===== config.mk =====
export PLATFORM = sky130hd
export DESIGN_NAME = vdm_ctrl
export DESIGN_NICKNAME = d
export VERILOG_FILES = /design/src/rtl/vdm_pkg.sv /design/src/rtl/vdm_ctrl.sv
export SDC_FILE = /design/constraint.sdc
export NUM_CORES = 1
export LEC_CHECK = 0
export ABC_CLOCK_PERIOD_IN_PS = 2810
export BUFFER_PORTS_ARGS = -buffer_cell sky130_fd_sc_hd__buf_2
export CORE_MARGIN = 2
export CORE_UTILIZATION = 52
export DETAILED_ROUTE_END_ITERATION = 7
export PLACE_DENSITY = 0.79
export SLEW_MARGIN = 15
export SYNTH_ARGS = -nofsm -noshare
export SYNTH_HDL_FRONTEND = slang
export SYNTH_SLANG_ARGS = --single-unit

===== constraint.sdc =====
create_clock -name clk -period 2.81 [get_ports clk]
set_clock_uncertainty 0.2 [all_clocks]
set_input_delay 0.562 -clock clk [delete_from_list [all_inputs] [get_ports clk]]
set_output_delay 0.562 -clock clk [all_outputs]
set_load 0.02 [all_outputs]

===== src/rtl/vdm_pkg.sv =====
`timescale 1ns / 1ps
package vdm_pkg;

  localparam int MAX_LEN  = 1024;
  localparam int CNT_W    = $clog2(MAX_LEN + 1);
  // signed width of the moment terms and their magnitudes
  localparam int VW       = 53;
  localparam int MW       = VW - 1;
  localparam int PW       = 2 * MW;
  localparam int RW       = MW + 4;
  localparam int DVW      = MW + 16;
  localparam int ONE_Q16  = 65536;

  typedef enum logic [1:0] {
    MODE_EUCLID = 2'd0,
    MODE_COSINE = 2'd1,
    MODE_CORR   = 2'd2,
    MODE_NONE   = 2'd3
  } mode_t;

  typedef enum logic [2:0] {
    S_ACC,
    S_EVAL,
    S_MUL,
    S_CHECK,
    S_SQRT,
    S_DIV,
    S_DONE
  } state_t;

  typedef enum logic [2:0] {
    M_NXX,
    M_XX,
    M_NYY,
    M_YY,
    M_NXY,
    M_XY,
    M_XXYY,
    M_VV
  } msel_t;

  typedef enum logic [1:0] {
    RES_ZERO,
    RES_DEGEN,
    RES_ROOT,
    RES_RATIO
  } res_t;

  typedef struct packed {
    logic  acc_en;
    logic  clr;
    logic  mul_start;
    msel_t msel;
    logic  sqrt_start;
    logic  sqrt_euclid;
    logic  div_start;
    logic  div_cos;
    logic  out_load;
    res_t  res_sel;
  } dp_cmd_t;

  typedef struct packed {
    logic mul_done;
    logic sqrt_done;
    logic div_done;
    logic mag_zero;
    logic var_bad;
    logic out_free;
  } dp_sts_t;

endpackage


===== src/rtl/vdm_ctrl.sv =====
`timescale 1ns / 1ps
module vdm_ctrl (
  input  logic             clk,
  input  logic             rst,
  input  logic             cfg_we,
  input  logic [1:0]       metric_mode,
  input  logic             in_valid,
  output logic             in_stall,
  input  logic             last_elem,
  input  vdm_pkg::dp_sts_t sts,
  output vdm_pkg::dp_cmd_t cmd
);
  import vdm_pkg::*;

  state_t state, state_next;
  msel_t  msel, msel_next;
  mode_t  mode, mode_l, mode_l_next;
  logic   acc;

  assign in_stall = (state != S_ACC);
  assign acc      = in_valid && !in_stall;

  always_ff @(posedge clk) begin
    if (rst) begin
      state  <= S_ACC;
      msel   <= M_NXX;
      mode   <= MODE_EUCLID;
      mode_l <= MODE_EUCLID;
    end else begin
      state  <= state_next;
      msel   <= msel_next;
      mode_l <= mode_l_next;
      if (cfg_we) mode <= mode_t'(metric_mode);
    end
  end

  always_comb begin
    state_next  = state;
    msel_next   = msel;
    mode_l_next = mode_l;
    cmd         = '0;
    cmd.acc_en  = acc;
    cmd.div_cos = (mode_l == MODE_COSINE);
    unique case (state)
      S_ACC: begin
        if (acc && last_elem) begin
          state_next  = S_EVAL;
          mode_l_next = mode;
        end
      end
      S_EVAL: begin
        unique case (mode_l)
          MODE_EUCLID: begin
            cmd.sqrt_start  = 1'b1;
            cmd.sqrt_euclid = 1'b1;
            state_next      = S_SQRT;
          end
          MODE_COSINE: begin
            if (sts.mag_zero) begin
              state_next = S_DONE;
            end else begin
              cmd.mul_start = 1'b1;
              cmd.msel      = M_XXYY;
              msel_next     = M_XXYY;
              state_next    = S_MUL;
            end
          end
          MODE_CORR: begin
            cmd.mul_start = 1'b1;
            cmd.msel      = M_NXX;
            msel_next     = M_NXX;
            state_next    = S_MUL;
          end
          default: state_next = S_DONE;
        endcase
      end
      S_MUL: begin
        if (sts.mul_done) begin
          unique case (msel)
            M_NXX: begin cmd.mul_start = 1'b1; cmd.msel = M_XX;  msel_next = M_XX;  end
            M_XX:  begin cmd.mul_start = 1'b1; cmd.msel = M_NYY; msel_next = M_NYY; end
            M_NYY: begin cmd.mul_start = 1'b1; cmd.msel = M_YY;  msel_next = M_YY;  end
            M_YY:  begin cmd.mul_start = 1'b1; cmd.msel = M_NXY; msel_next = M_NXY; end
            M_NXY: begin cmd.mul_start = 1'b1; cmd.msel = M_XY;  msel_next = M_XY;  end
            M_XY:  state_next = S_CHECK;
            default: begin
              cmd.sqrt_start = 1'b1;
              state_next     = S_SQRT;
            end
          endcase
        end
      end
      S_CHECK: begin
        if (sts.var_bad) begin
          state_next = S_DONE;
        end else begin
          cmd.mul_start = 1'b1;
          cmd.msel      = M_VV;
          msel_next     = M_VV;
          state_next    = S_MUL;
        end
      end
      S_SQRT: begin
        if (sts.sqrt_done) begin
          if (mode_l == MODE_EUCLID) begin
            state_next = S_DONE;
          end else begin
            cmd.div_start = 1'b1;
            state_next    = S_DIV;
          end
        end
      end
      S_DIV: begin
        if (sts.div_done) state_next = S_DONE;
      end
      S_DONE: begin
        priority if (mode_l == MODE_EUCLID) cmd.res_sel = RES_ROOT;
        else if (mode_l == MODE_NONE)       cmd.res_sel = RES_ZERO;
        else if (mode_l == MODE_COSINE && sts.mag_zero) cmd.res_sel = RES_DEGEN;
        else if (mode_l == MODE_CORR && sts.var_bad)    cmd.res_sel = RES_DEGEN;
        else                                            cmd.res_sel = RES_RATIO;
        if (sts.out_free) begin
          cmd.out_load = 1'b1;
          cmd.clr      = 1'b1;
          state_next   = S_ACC;
        end
      end
      default: state_next = S_ACC;
    endcase
  end

endmodule


==> impl_metrics.json <==
{
  "clock_path_buffers": 2,
  "ys_top_cells_by_count": "nor2_1 (15), a21oi_1 (11), dfxtp_1 (10)",
  "place_area_um2": 983,
  "synth_compound_area_frac": 0.226,
  "synthAdderAreaFrac": 0.0706,
  "path_max_fanout": 20,
  "worst_hold_path_type": "reg -> reg",
  "grt_start_max_net_pins": 21,
  "yosys.area_share.simple": 0.302,
  "die_area_um2": 2050,
  "synth_top_cells_by_area": "dfxtp_1 (23%), ha_1 (7.1%), mux2i_1 (6.8%), nor2_1 (6.4%), a21oi_1 (6.2%)",
  "antenna_found_initial": 0,
  "startpoint": "state[1]",
  "rows": 14,
  "ir_drop_v": 0.000422,
  "gp_congestion": 0.819,
  "post_cts_resized": 0,
  "grt_usage": 0.221,
  "synthFlopType": "dfxtp_1",
  "initial_core_util": 0.568,
  "syn_nets": 134,
  "htreeDepth": 1,
  "min_to": "mode[0]",
  "ys_seq_area_frac": 0.226,
  "ys_async_sr_fraction": 0,
  "period_needed_ns": 2.62,
  "cp.arrival_ns": 1.86,
  "ys_ff_latch": 10,
  "wl_per_cell_um": 12.9,
  "clkTransAtPathRegs_ns": 0.06,
  "finalSetupViolations": 0,
  "pwr-share-clk": 0.137,
  "yosysTopAreaCell": "dfxtp_1",
  "p_sw_uw": 277,
  "yosys_warnings": 0,
  "fin_nets": 155,
  "avgSynthCellArea_um2": 7.64,
  "yosysMostFrequentCell": "nor2_1",
  "synth_mux_area_frac": 0.0805,
  "r2r_end": "state[2]",
  "fin_cells": 151,
  "cts_root_buf": "clkbuf_4",
  "cts.sinks": 10,
  "via_per_inst": 5.86,
  "hold_start": "mode[0]",
  "dr.pass1.iters": 4,
  "dp_hpwl_mm": 1.53,
  "worstSetupPathType": "reg -> out",
  "p_per_area_nw_per_um2": 632,
  "drt_iter0_markers": 9,
  "pwr-share-comb": 0.523,
  "leakagePower_nw": 0.484,
  "p_int_uw": 359,
  "overflow": 0,
  "post-cts-setup-buffer-count": 0,
  "placeableCoreArea_um2": 1560,
  "synth-edff-count": 0,
  "required_ns": 2.05,
  "synth_area_um2": 886,
  "worstReg2RegStart": "state[1]",
  "fin_setup_tns_ns": 0,
  "grt_pass1_vias": 794,
  "reg2reg_depth": 5,
  "synthToLayoutAreaGrowth_pct": 13.6,
  "seqPwrFrac": 0.340,
  "portBuffers": 26,
  "hold_viol_final": 0,
  "holdPathStages": 2,
  "drt_wl_total_mm": 1.94,
  "placedCellCount": 148,
  "postCtsHoldBufs": 0,
  "final_layout_size_suffix_gt1_frac": 0.259,
  "insertion_delay_ns": 0.25,
  "cap_viol_max_count": 0,
  "report.final.slew_viol_count": 0,
  "rrSetupSlack_ns": 0.65,
  "cts_tree": "yes",
  "fmax_ghz": 0.382,
  "synth_top_area_frac": 0.226,
  "drt_drc_violations_left": 0,
  "antenna_left": 0,
  "postSynthCellCount": 116,
  "switching_share": 0.436,
  "synth_top_family_by_area": "simple AND/OR/NAND/NOR gates",
  "status": "finished, final reports clean",
  "tightest_slew_ns": 0.611,
  "num_antenna_cells": 0,
  "synth_xor_area_frac": 0.00989,
  "die_h_um": 45.3,
  "vias": 885,
  "holdWs_ns": 0.310,
  "cp-end-kind": "output port",
  "ys_types": 40,
  "rsz0062_at_grt": "no",
  "slew_headroom": 0.592,
  "cp-start-kind": "flop",
  "grt_pass1_wl_mm": 3.33,
  "final_area_um2": 1010,
  "cts_buffers": 3,
  "die_x_um": 45.3,
  "boundaryPins": 27,
  "final_core_util": 0.645,
  "period_share": 0.931
}
## worst max-delay path by stage
stage                         to  cells after the start
after floorplan           cmd[9]                      5
after global placement    cmd[9]                      7
after detailed placement  cmd[9]                      7
after CTS                 cmd[9]                      7
after global routing      cmd[8]                      5
final                     cmd[8]                      5
## power groups by stage
stage          logic, mW  clock network, mW  registers, mW
6_report           0.332             0.0871          0.216
4_1_cts            0.330             0.0921          0.215
2_1_floorplan      0.302                  0          0.176
3_5_place_dp       0.328                  0          0.218
3_3_place_gp       0.323                  0          0.217
5_1_grt            0.365              0.101          0.223
## worst max-delay path, cell delays in order, from the launching register on
cell	delay, ns
dfxtp_1	0.71
nand2b_4	0.13
nor2_2	0.17
nand2_1	0.11
o31ai_1	0.27
buf_2	0.21
## cell usage in the layout, fill, tap and decap left out, types with 3 or more instances in the layout
cell	count
a21oi_1	11
and3_1	3
buf_2	26
clkbuf_4	3
dfxtp_1	10
ha_1	5
inv_1	4
mux2i_1	6
nand2_1	7
nand2b_1	3
nor2_1	15
nor2b_1	5
nor3b_1	3
o21ai_0	3
o31ai_1	3
## stage by stage
| stage | power, mW | setup WS, ns |
|---|---|---|
| 3_5_place_dp | 0.546 | 0.480 |
| 4_1_cts | 0.637 | 0.166 |
| 6_report | 0.636 | 0.193 |
| 2_1_floorplan | 0.478 | 0.661 |
| 3_3_place_gp | 0.540 | 0.543 |
| 5_1_grt | 0.689 | 0.0259 |
## layer usage
layer  vias to the layer above  part of all wire  track usage
met1                       400              0.44        0.270
met5                         -                 0            0
met3                         4             0.049       0.0240
met2                        33              0.50        0.391
li1                        448                 -            -
met4                         0             0.012       0.0882
## area by class of cell
type	instances	area, um^2
Multi-Input combinational cell	91	611
Inverter	4	15.0
Timing Repair Buffer	27	138
Clock buffer	3	22.5
Fill cell	140	553
Tap cell	16	20.0
Sequential cell	10	200
## kinds of logic after synthesis
family,count (synthesis)
AO/OA/AOI/OAI,30
XOR/XNOR,1
adder cells (fa/ha/maj),5
buffers and inverters,15
flip-flops,10
multiplexers,7
AND/OR/NAND/NOR,48
## sequential cells by signal (all words and copies together) (netlist names)
| name | flops |
|---|---|
| mode | 2 |
| mode_l | 2 |
| msel | 3 |
| state | 3 |
Note: power is estimated with default switching activity, not from simulation.
